--- config.mk ---
export PLATFORM = sky130hd
export DESIGN_NAME = battery_level_monitor
export DESIGN_NICKNAME = d
export VERILOG_FILES = /design/src/design/blm_pkg.sv /design/src/design/blm_ring_mem.sv /design/src/design/blm_div.sv /design/src/design/battery_level_monitor.sv
export SDC_FILE = /design/constraint.sdc
export NUM_CORES = 2
export LEC_CHECK = 0
export BUFFER_PORTS_ARGS = -buffer_cell sky130_fd_sc_hd__buf_2
export CELL_PAD_IN_SITES_DETAIL_PLACEMENT = 0
export CELL_PAD_IN_SITES_GLOBAL_PLACEMENT = 1
export CORE_MARGIN = 3
export CORE_UTILIZATION = 45
export CTS_CLUSTER_DIAMETER = 200
export DETAILED_ROUTE_END_ITERATION = 10
export PLACE_DENSITY_LB_ADDON = 0.12
export SETUP_SLACK_MARGIN = 0.2
export SLEW_MARGIN = 20
export SYNTH_ARGS = -nofsm -noshare
export SYNTH_HDL_FRONTEND = slang
export SYNTH_SLANG_ARGS = --single-unit
--- constraint.sdc ---
create_clock -name clk -period 9.17 [get_ports clk]
set_clock_uncertainty 0.05 [all_clocks]
set_input_delay 0.4585 -clock clk [delete_from_list [all_inputs] [get_ports clk]]
set_output_delay 0.4585 -clock clk [all_outputs]
set_load 0.05 [all_outputs]
--- src/design/blm_pkg.sv ---
// Shared types, constants and codes of the battery level monitor.
package blm_pkg;

	localparam int HISTORY_DEPTH_DEF = 15;

	localparam int MV_W = 13;
	localparam int PPTT_W = 14;
	localparam int MARGIN_W = 10;
	localparam int CFG_W = 14;
	localparam int CFG_IDX_W = 3;

	localparam logic [PPTT_W-1:0] LEVEL_UNSET = 14'd10001;
	localparam logic [PPTT_W-1:0] LEVEL_MAX = 14'd16383;

	localparam logic [MV_W-1:0] ABN_LOW_RST = 13'd100;
	localparam logic [MV_W-1:0] ABN_HIGH_RST = 13'd6000;
	localparam logic [MV_W-1:0] PRESENT_RST = 13'd1500;
	localparam logic [MV_W-1:0] SUPPLY_RST = 13'd4300;
	localparam logic [PPTT_W-1:0] LOW_ENTER_RST = 14'd1000;
	localparam logic [PPTT_W-1:0] LOW_EXIT_RST = 14'd1500;
	localparam logic [MARGIN_W-1:0] MARGIN_RST = 10'd100;

	localparam logic [CFG_IDX_W-1:0] CFG_ABN_LOW = 3'd0;
	localparam logic [CFG_IDX_W-1:0] CFG_ABN_HIGH = 3'd1;
	localparam logic [CFG_IDX_W-1:0] CFG_PRESENT = 3'd2;
	localparam logic [CFG_IDX_W-1:0] CFG_SUPPLY = 3'd3;
	localparam logic [CFG_IDX_W-1:0] CFG_LOW_ENTER = 3'd4;
	localparam logic [CFG_IDX_W-1:0] CFG_LOW_EXIT = 3'd5;
	localparam logic [CFG_IDX_W-1:0] CFG_MARGIN = 3'd6;

	localparam logic [1:0] PLUG_NONE = 2'd0;
	localparam logic [1:0] PLUG_IN = 2'd1;
	localparam logic [1:0] PLUG_OUT = 2'd2;

	localparam logic [1:0] LED_PULSE = 2'd0;
	localparam logic [1:0] LED_SOLID = 2'd1;
	localparam logic [1:0] LED_LONG = 2'd2;
	localparam logic [1:0] LED_ACTIVE = 2'd3;

	typedef struct packed {
		logic [MV_W-1:0] cell_mv;
		logic [PPTT_W-1:0] charge_pptt;
		logic dock_pin;
		logic charging_pin;
		logic charged_pin;
	} in_item_t;

	typedef struct packed {
		logic available;
		logic vin_present;
		logic external_power;
		logic low_battery;
		logic [PPTT_W-1:0] level_pptt;
		logic shutdown_request;
		logic abnormal;
		logic first_error;
		logic select_dcdc;
		logic [1:0] plug_event;
		logic [1:0] led_pattern;
	} out_item_t;

endpackage

--- src/design/blm_ring_mem.sv ---
// History ring storage: one write port, one read port with registered data.
module blm_ring_mem #(
	parameter int DEPTH = blm_pkg::HISTORY_DEPTH_DEF,
	parameter int AW = 4,
	parameter int DW = blm_pkg::PPTT_W
) (
	input  logic          clk,
	input  logic          wr_en,
	input  logic [AW-1:0] wr_addr,
	input  logic [DW-1:0] wr_data,
	input  logic          rd_en,
	input  logic [AW-1:0] rd_addr,
	output logic [DW-1:0] rd_data
);
	logic [DW-1:0] mem_q [DEPTH];
	logic [DW-1:0] rd_data_q;

	always_ff @(posedge clk) begin
		if (wr_en) begin
			mem_q[wr_addr] <= wr_data;
		end
		if (rd_en) begin
			rd_data_q <= mem_q[rd_addr];
		end
	end

	assign rd_data = rd_data_q;

endmodule

--- src/design/blm_div.sv ---
// Divider for small divisors by reciprocal multiplication; the operands and then the quotient are registered.
module blm_div #(
	parameter int ACC_W = 18,
	parameter int DIVR_W = 5
) (
	input  logic              clk,
	input  logic              arst_n,
	input  logic              start,
	input  logic [ACC_W-1:0]  dividend,
	input  logic [DIVR_W-1:0] divisor,
	output logic              done,
	output logic [ACC_W-1:0]  quotient
);
	localparam int SHIFT = ACC_W + DIVR_W;
	localparam int RCP_W = SHIFT + 1;
	localparam int PROD_W = ACC_W + SHIFT;
	localparam int TAB_N = 1 << DIVR_W;

	// ceil(2^SHIFT / d): exact floor division for every dividend below 2^ACC_W
	function automatic logic [TAB_N-1:0][RCP_W-1:0] recip_table();
		logic [TAB_N-1:0][RCP_W-1:0] tab;
		tab = '0;
		for (int d = 1; d < TAB_N; d++) begin
			tab[d] = RCP_W'(((64'd1 << SHIFT) + 64'(d) - 64'd1) / 64'(d));
		end
		return tab;
	endfunction

	localparam logic [TAB_N-1:0][RCP_W-1:0] RECIP_TAB = recip_table();

	logic [ACC_W-1:0] dvd_s1;
	logic [RCP_W-1:0] rcp_s1;
	logic valid_s1;
	logic [ACC_W-1:0] quot_s2;
	logic done_s2;
	logic [PROD_W-1:0] prod;

	assign prod = PROD_W'(dvd_s1) * PROD_W'(rcp_s1);

	always_ff @(posedge clk or negedge arst_n) begin
		if (!arst_n) begin
			valid_s1 <= 1'b0;
			done_s2 <= 1'b0;
		end else begin
			valid_s1 <= start;
			done_s2 <= valid_s1;
		end
	end

	always_ff @(posedge clk) begin
		if (start) begin
			dvd_s1 <= dividend;
			rcp_s1 <= RECIP_TAB[divisor];
		end
		if (valid_s1) begin
			quot_s2 <= ACC_W'(prod >> SHIFT);
		end
	end

	assign done = done_s2;
	assign quotient = quot_s2;

endmodule

--- src/design/battery_level_monitor.sv ---
// Battery level monitor top level: thresholds, hysteresis, history average, result register.
//
// channel  direction  handshake            payload
// cfg      in         cfg_we               cfg_index, cfg_data
// in       in         in_valid / in_stall  in_item  (blm_pkg::in_item_t)
// out      out        out_valid / out_stall out_item (blm_pkg::out_item_t)
//
// One item at a time. Each history entry costs one ring read; an empty entry is filled
// by the shared reciprocal divider instead, and the final average uses that divider too.
// Reset clears control state and ring valid bits at once; no clearing pass.
// A result waiting in the output register does not block accepting the next item;
// the walk holds in its last cycle until that result is taken.
module battery_level_monitor #(
	parameter int HISTORY_DEPTH = blm_pkg::HISTORY_DEPTH_DEF
) (
	input  logic                           clk,
	input  logic                           arst_n,
	input  logic                           cfg_we,
	input  logic [blm_pkg::CFG_IDX_W-1:0]  cfg_index,
	input  logic [blm_pkg::CFG_W-1:0]      cfg_data,
	input  logic                           in_valid,
	output logic                           in_stall,
	input  blm_pkg::in_item_t              in_item,
	output logic                           out_valid,
	input  logic                           out_stall,
	output blm_pkg::out_item_t             out_item
);
	import blm_pkg::*;

	localparam int IDX_W = (HISTORY_DEPTH > 1) ? $clog2(HISTORY_DEPTH) : 1;
	localparam int ACC_W = PPTT_W + $clog2(HISTORY_DEPTH + 1);
	localparam int DIVR_W = $clog2(HISTORY_DEPTH + 2);
	localparam logic [IDX_W-1:0] LAST_IDX = IDX_W'(HISTORY_DEPTH - 1);
	localparam logic [DIVR_W-1:0] AVG_DIVISOR = DIVR_W'(HISTORY_DEPTH + 1);

	localparam logic [2:0] S_IDLE = 3'd0;
	localparam logic [2:0] S_READ = 3'd1;
	localparam logic [2:0] S_DIV = 3'd2;
	localparam logic [2:0] S_AVG = 3'd3;
	localparam logic [2:0] S_FIN = 3'd4;

	logic [MV_W-1:0] abn_low_q, abn_high_q, present_q, supply_q;
	logic [PPTT_W-1:0] low_enter_q, low_exit_q;
	logic [MARGIN_W-1:0] margin_q;

	logic [2:0] state_q;
	in_item_t item_q;
	logic [ACC_W-1:0] acc_q;
	logic [IDX_W-1:0] idx_q;
	logic [IDX_W-1:0] slot_q;
	logic [HISTORY_DEPTH-1:0] valid_q;
	logic [PPTT_W-1:0] avg_q;
	logic [PPTT_W-1:0] level_q;
	logic low_q, plugged_q, started_q;
	logic out_valid_q;
	out_item_t out_q;

	logic accept, step_done, div_start, div_done, commit, rd_en;
	logic [IDX_W-1:0] rd_addr;
	logic [PPTT_W-1:0] rd_data;
	logic [ACC_W-1:0] add_val, acc_sum, div_dividend, div_quot;
	logic [DIVR_W-1:0] div_divisor;

	logic abn, avail, vin, ext, low_d, plugged_d;
	logic [PPTT_W:0] fall_sum;
	logic [PPTT_W-1:0] level_d;
	logic [1:0] plug_d, led_d;

	blm_ring_mem #(
		.DEPTH(HISTORY_DEPTH),
		.AW(IDX_W),
		.DW(PPTT_W)
	) u_ring (
		.clk(clk),
		.wr_en(commit),
		.wr_addr(slot_q),
		.wr_data(item_q.charge_pptt),
		.rd_en(rd_en),
		.rd_addr(rd_addr),
		.rd_data(rd_data)
	);

	blm_div #(
		.ACC_W(ACC_W),
		.DIVR_W(DIVR_W)
	) u_div (
		.clk(clk),
		.arst_n(arst_n),
		.start(div_start),
		.dividend(div_dividend),
		.divisor(div_divisor),
		.done(div_done),
		.quotient(div_quot)
	);

	assign in_stall = (state_q != S_IDLE);
	assign accept = in_valid && !in_stall;
	assign out_valid = out_valid_q;
	assign out_item = out_q;

	assign add_val = (state_q == S_READ) ? ACC_W'(rd_data) : div_quot;
	assign acc_sum = acc_q + add_val;
	assign step_done = ((state_q == S_READ) && valid_q[idx_q]) ||
		((state_q == S_DIV) && div_done);
	assign div_start = ((state_q == S_READ) && !valid_q[idx_q]) ||
		(step_done && (idx_q == LAST_IDX));
	assign div_dividend = step_done ? acc_sum : acc_q;
	assign div_divisor = step_done ? AVG_DIVISOR : (DIVR_W'(idx_q) + DIVR_W'(1));
	assign rd_en = accept || (step_done && (idx_q != LAST_IDX));
	assign rd_addr = accept ? '0 : (idx_q + IDX_W'(1));
	assign commit = (state_q == S_FIN) && (!out_valid_q || !out_stall);

	always_comb begin
		abn = (item_q.cell_mv < abn_low_q) || (item_q.cell_mv > abn_high_q);
		avail = (item_q.cell_mv > present_q) && !abn;
		vin = (item_q.cell_mv > supply_q) && !abn;
		ext = item_q.charging_pin || item_q.charged_pin || vin;

		if (avail && !low_q && (item_q.charge_pptt < low_enter_q)) begin
			low_d = 1'b1;
		end else if (!avail || (low_q && (item_q.charge_pptt > low_exit_q))) begin
			low_d = 1'b0;
		end else begin
			low_d = low_q;
		end

		fall_sum = {1'b0, avg_q} + (PPTT_W + 1)'(margin_q);
		if (fall_sum < {1'b0, level_q}) begin
			level_d = fall_sum[PPTT_W] ? LEVEL_MAX : fall_sum[PPTT_W-1:0];
		end else if (avg_q > level_q) begin
			level_d = avg_q;
		end else begin
			level_d = level_q;
		end

		plug_d = PLUG_NONE;
		plugged_d = plugged_q;
		if (!plugged_q && ext) begin
			plugged_d = 1'b1;
			plug_d = PLUG_IN;
		end else if (plugged_q && !ext) begin
			plugged_d = 1'b0;
			plug_d = PLUG_OUT;
		end

		if (item_q.charging_pin) begin
			led_d = LED_PULSE;
		end else if (item_q.charged_pin) begin
			led_d = LED_SOLID;
		end else if (vin) begin
			led_d = LED_PULSE;
		end else if (low_d) begin
			led_d = LED_LONG;
		end else begin
			led_d = LED_ACTIVE;
		end
	end

	always_ff @(posedge clk or negedge arst_n) begin
		if (!arst_n) begin
			abn_low_q <= ABN_LOW_RST;
			abn_high_q <= ABN_HIGH_RST;
			present_q <= PRESENT_RST;
			supply_q <= SUPPLY_RST;
			low_enter_q <= LOW_ENTER_RST;
			low_exit_q <= LOW_EXIT_RST;
			margin_q <= MARGIN_RST;
		end else if (cfg_we) begin
			case (cfg_index)
				CFG_ABN_LOW: abn_low_q <= cfg_data[MV_W-1:0];
				CFG_ABN_HIGH: abn_high_q <= cfg_data[MV_W-1:0];
				CFG_PRESENT: present_q <= cfg_data[MV_W-1:0];
				CFG_SUPPLY: supply_q <= cfg_data[MV_W-1:0];
				CFG_LOW_ENTER: low_enter_q <= cfg_data[PPTT_W-1:0];
				CFG_LOW_EXIT: low_exit_q <= cfg_data[PPTT_W-1:0];
				CFG_MARGIN: margin_q <= cfg_data[MARGIN_W-1:0];
				default: ;
			endcase
		end
	end

	always_ff @(posedge clk or negedge arst_n) begin
		if (!arst_n) begin
			state_q <= S_IDLE;
			idx_q <= '0;
			slot_q <= '0;
			valid_q <= '0;
			level_q <= LEVEL_UNSET;
			low_q <= 1'b0;
			plugged_q <= 1'b0;
			started_q <= 1'b0;
			out_valid_q <= 1'b0;
		end else begin
			case (state_q)
				S_IDLE: begin
					if (accept) begin
						idx_q <= '0;
						state_q <= S_READ;
					end
				end
				S_READ, S_DIV: begin
					if (step_done) begin
						if (idx_q == LAST_IDX) begin
							state_q <= S_AVG;
						end else begin
							idx_q <= idx_q + IDX_W'(1);
							state_q <= S_READ;
						end
					end else if (state_q == S_READ) begin
						state_q <= S_DIV;
					end
				end
				S_AVG: begin
					if (div_done) begin
						state_q <= S_FIN;
					end
				end
				S_FIN: begin
					if (commit) begin
						state_q <= S_IDLE;
					end
				end
				default: state_q <= S_IDLE;
			endcase

			if (commit) begin
				valid_q[slot_q] <= 1'b1;
				slot_q <= (slot_q == LAST_IDX) ? '0 : (slot_q + IDX_W'(1));
				level_q <= level_d;
				low_q <= low_d;
				plugged_q <= plugged_d;
				started_q <= 1'b1;
				out_valid_q <= 1'b1;
			end else if (out_valid_q && !out_stall) begin
				out_valid_q <= 1'b0;
			end
		end
	end

	always_ff @(posedge clk) begin
		if (accept) begin
			item_q <= in_item;
			acc_q <= ACC_W'(in_item.charge_pptt);
		end else if (step_done) begin
			acc_q <= acc_sum;
		end
		if ((state_q == S_AVG) && div_done) begin
			avg_q <= div_quot[PPTT_W-1:0];
		end
		if (commit) begin
			out_q.available <= avail;
			out_q.vin_present <= vin;
			out_q.external_power <= ext;
			out_q.low_battery <= low_d;
			out_q.level_pptt <= level_d;
			out_q.shutdown_request <= (avail && (item_q.charge_pptt == '0)) ||
				item_q.dock_pin;
			out_q.abnormal <= abn;
			out_q.first_error <= !started_q && abn;
			out_q.select_dcdc <= !started_q;
			out_q.plug_event <= plug_d;
			out_q.led_pattern <= led_d;
		end
	end

endmodule

==> results_dict.tcl <==
set metrics [dict create \
    status "finished clean" \
    die_area_mm2 0.0862 \
    worst_slew_pin_slew_ns 1.20 \
    routed_via_density 5.39 \
    start_util_pct 45.9 \
    cts_tree "done" \
    crit_chain "nand2_1 > fa_1 > inv_1 > fa_1 > inv_1 > fa_1 > inv_1 > fa_1 > fa_1 > inv_1 > fa_1 > inv_1 > ha_1 > nand4_1 > a211oi_1 > a21oi_1 > o21a_1 > o31a_1 > o311ai_0 > a21oi_1 > xnor2_1" \
    crit_family "adder cells" \
    antenna_found_initial 8 \
    grt_use_total_pct 23.2 \
    clock-root-buffer "clkbuf_16" \
    cpMostUsedCell "fa_1" \
    grt_pass1_vias 26500 \
    reg2reg_depth 21 \
    synth_area_mm2 0.0372 \
    layout.cells.non_filler 4641 \
    overflow 0 \
    post-place-ws_ns 1.81 \
    r2r_end "u_div.quotient[16]$_DFFE_PP_" \
    timing.setup.tns_ns 0 \
    max_freq_mhz 138 \
    cts_buffers 51 \
    finalSetupViolations 0 \
    synthTopCellsByCount "inv_1 (542), nand2_1 (476), edfxtp_1 (354)" \
    synth_area_per_cell_um2 10.6 \
    vias 25000 \
    critPathCaptureType "flop" \
    maxCapViolations 0 \
    finalCritPeriodShare_pct 79.3 \
    grt_max_degree 86 \
    slew_viol_final 0 \
    cp_max_fo 24 \
    clock_latency_ns 0.63 \
    synth_cell_types 75 \
    ant_nets 0 \
    cp.arrival_ns 7.60 \
    port_buffers 79 \
    drt_first_pass_iters 6 \
    critPathLaunchType "flop" \
    post_cts.repair.setup_buffers 0 \
    synth_area_leaders "edfxtp_1 (29%), fa_1 (19%), ha_1 (8.6%), dfrtp_1 (6.2%), inv_1 (5.5%)" \
    dieWidth_um 294 \
    whs_ns 0.0431 \
    drc 0 \
    layout_setup_ws_ns 1.90 \
    gp_congestion 0.856 \
    synthFlopType "edfxtp_1" \
    rsz0062_at_grt "no" \
    hold_viol 0 \
    wl_um 98200 \
    crit_buf_inv 5 \
    synth_nets 4157 \
    finalCriticalPeriod_ns 7.27 \
    synth-xor-area-share_pct 1.27 \
    htree_levels 2 \
    async_flop_share_pct 26.8 \
    synthAdderAreaFrac_pct 27.5 \
    seq_area_frac_synth_pct 38.8 \
    slew_headroom_pct 19.6 \
    layout-drive-gt1-share_pct 10.9 \
    drt_iter0_markers 1691 \
    die_h_um 294 \
    n_fill_cell 7352 \
    yosys.area_share.simple_pct 12.8 \
    reg2reg_from "u_div.dvd_s1[10]$_DFFE_PP_" \
    dp.cells 4524 \
    synthCells 3498 \
    nNetsFinal 4195 \
    synth_top_family_by_area "adder cells" \
    num_io_pins 80 \
    ys_ff_latch 508 \
    core_area_mm2 0.0812 \
    synth-edff-count 354 \
    ys.warnings.count 0 \
    synth_compound_area_share_pct 8.22 \
    wl_per_cell_um 21.2 \
    cp.depth 21 \
    worstHoldPathType "input port to flop" \
    worstSetupPathType "flop to flop" \
    muxShareOfSynthArea_pct 4.23 \
    cp_slowest_stage_delay_ns 0.99 \
    yosysMostFrequentCell "inv_1" \
    grt_pass1_wl_um 155000 \
    clockBufferDepth 3 \
    num_rows 104 \
    slowest_stage "edfxtp_1" \
    area_delta_synth_final_pct 9.51 \
    clkSlewWorstSetupHoldPaths_ns 0.06 \
    yosysTopAreaCellShare_pct 28.5 \
    cp-startpoint "u_div.dvd_s1[10]$_DFFE_PP_" \
    dp_hpwl_um 71900 \
    cts.sinks 508 \
    synth_area_leader_cell "edfxtp_1" \
    r2r_setup_slack_ns 1.90 \
    worstSetupEndpoint "u_div.quotient[16]$_DFFE_PP_" \
    cp.required_ns 9.50 \
]
-- layout make-up --
| cell class | instances | area (um2) | area share [%] |
|---|---|---|---|
| diodes | 2 | 5.00 | 0.0123 |
| clock buffers | 67 | 1420 | 3.47 |
| clock inverters | 29 | 385 | 0.945 |
| inverters | 544 | 2040 | 5.01 |
| multi-input cells | 2282 | 20200 | 49.5 |
| flip-flops and latches | 508 | 14500 | 35.4 |
| well taps | 1060 | 1330 | 3.25 |
| repair buffers | 149 | 975 | 2.39 |
-- cell families (layout without fill, tap and decap cells) --
logic type	Yosys count	after routing
compound gates	480	480
simple gates	1016	1016
other cells	0	2
flops	508	508
xor+xnor	53	53
fa+ha+maj	607	607
buf+inv	708	789
mux	126	126
-- flip-flops by register name, indices dropped and copies added (netlist names), 10 cells and up --
name	cells
margin_q	10
abn_low_q	13
u_ring.mem_q	210
out_item	26
supply_q	13
present_q	13
valid_q	15
low_enter_q	14
low_exit_q	14
acc_q	18
u_div.rcp_s1	24
u_div.quotient	18
level_q	14
item_q	30
avg_q	14
u_div.dvd_s1	18
u_ring.rd_data	14
abn_high_q	13
-- what timing repair did --
action | in CTS | in global routing
resized for setup | 0 | 0
hold endpoints to repair | 75 | 0
hold buffers | 19 | 0
-- worst register-to-register path, delay by kind of cell, from the launching register on --
kind / cells / cell delay [ns]
adders and majority gates: 7 / 3.30
AOI/OAI and AO/OA: 6 / 1.90
and+or+nand+nor: 2 / 0.34
DFF: 1 / 0.99
xor gates and xnor gates: 1 / 0.15
buffers and inverters: 5 / 0.25
-- stage by stage --
| stage | util, % | area [um2] |
|---|---|---|
| floorplan | - | 37200 |
| global placement | 47.8 | 38800 |
| detailed placement | 47.8 | 38800 |
| CTS | 50.2 | 40800 |
| global route | 50.2 | 40800 |
| finish | 50.2 | 40800 |
-- cells in the final DEF (no fill, tap or decap), drive strengths merged, types with 7 or more instances in the layout --
cell type / n
xnor2: 32
fa: 351
ha: 256
or3: 8
nand4: 24
a31oi: 16
nor2: 135
inv: 545
a2111oi: 14
mux2i: 35
o22ai: 7
o21a: 13
o211ai: 22
a311oi: 14
a21oi: 117
dfstp: 44
and3: 25
o221ai: 8
nor4: 11
nor2b: 10
a21o: 54
edfxtp: 354
and2: 180
or2: 20
nand3: 68
nor3: 27
buf: 130
a211oi: 28
dfxtp: 18
clkbuf: 67
mux2: 74
clkinv: 15
dlygate4sd3: 19
nand2: 477
o21ai: 134
nand2b: 15
bufinv: 7
dfrtp: 92
xor2: 21
mux4: 17
-- per-layer routing --
metal,wire (um),GRT usage [%],up-vias
met1,41800,30.5,12600
met2,48600,40.2,609
met3,4330,2.76,151
met4,3420,7.75,0
met5,0,0,-
li1,-,-,11600
-- worst min-delay path by stage --
stage,start,end,slack (ns),cells past startpoint
finish,in_item[6],item_q[6]$_DFFE_PP_,0.04,1
global route,in_item[6],item_q[6]$_DFFE_PP_,0.02,1
CTS,cfg_data[13],low_enter_q[13]$_DFFE_PN0P_,0.001,3
detailed placement,valid_q[7]$_DFFE_PN0P_,valid_q[7]$_DFFE_PN0P_,0.41,1
global placement,started_q$_DFFE_PN0P_,started_q$_DFFE_PN0P_,0.39,2
floorplan,arst_n,abn_high_q[0]$_DFFE_PN0P_,0.11,0
Power is left out: the tool's default activity adds up to more than one toggle a clock period on the data nets, which glitch-free logic cannot reach.
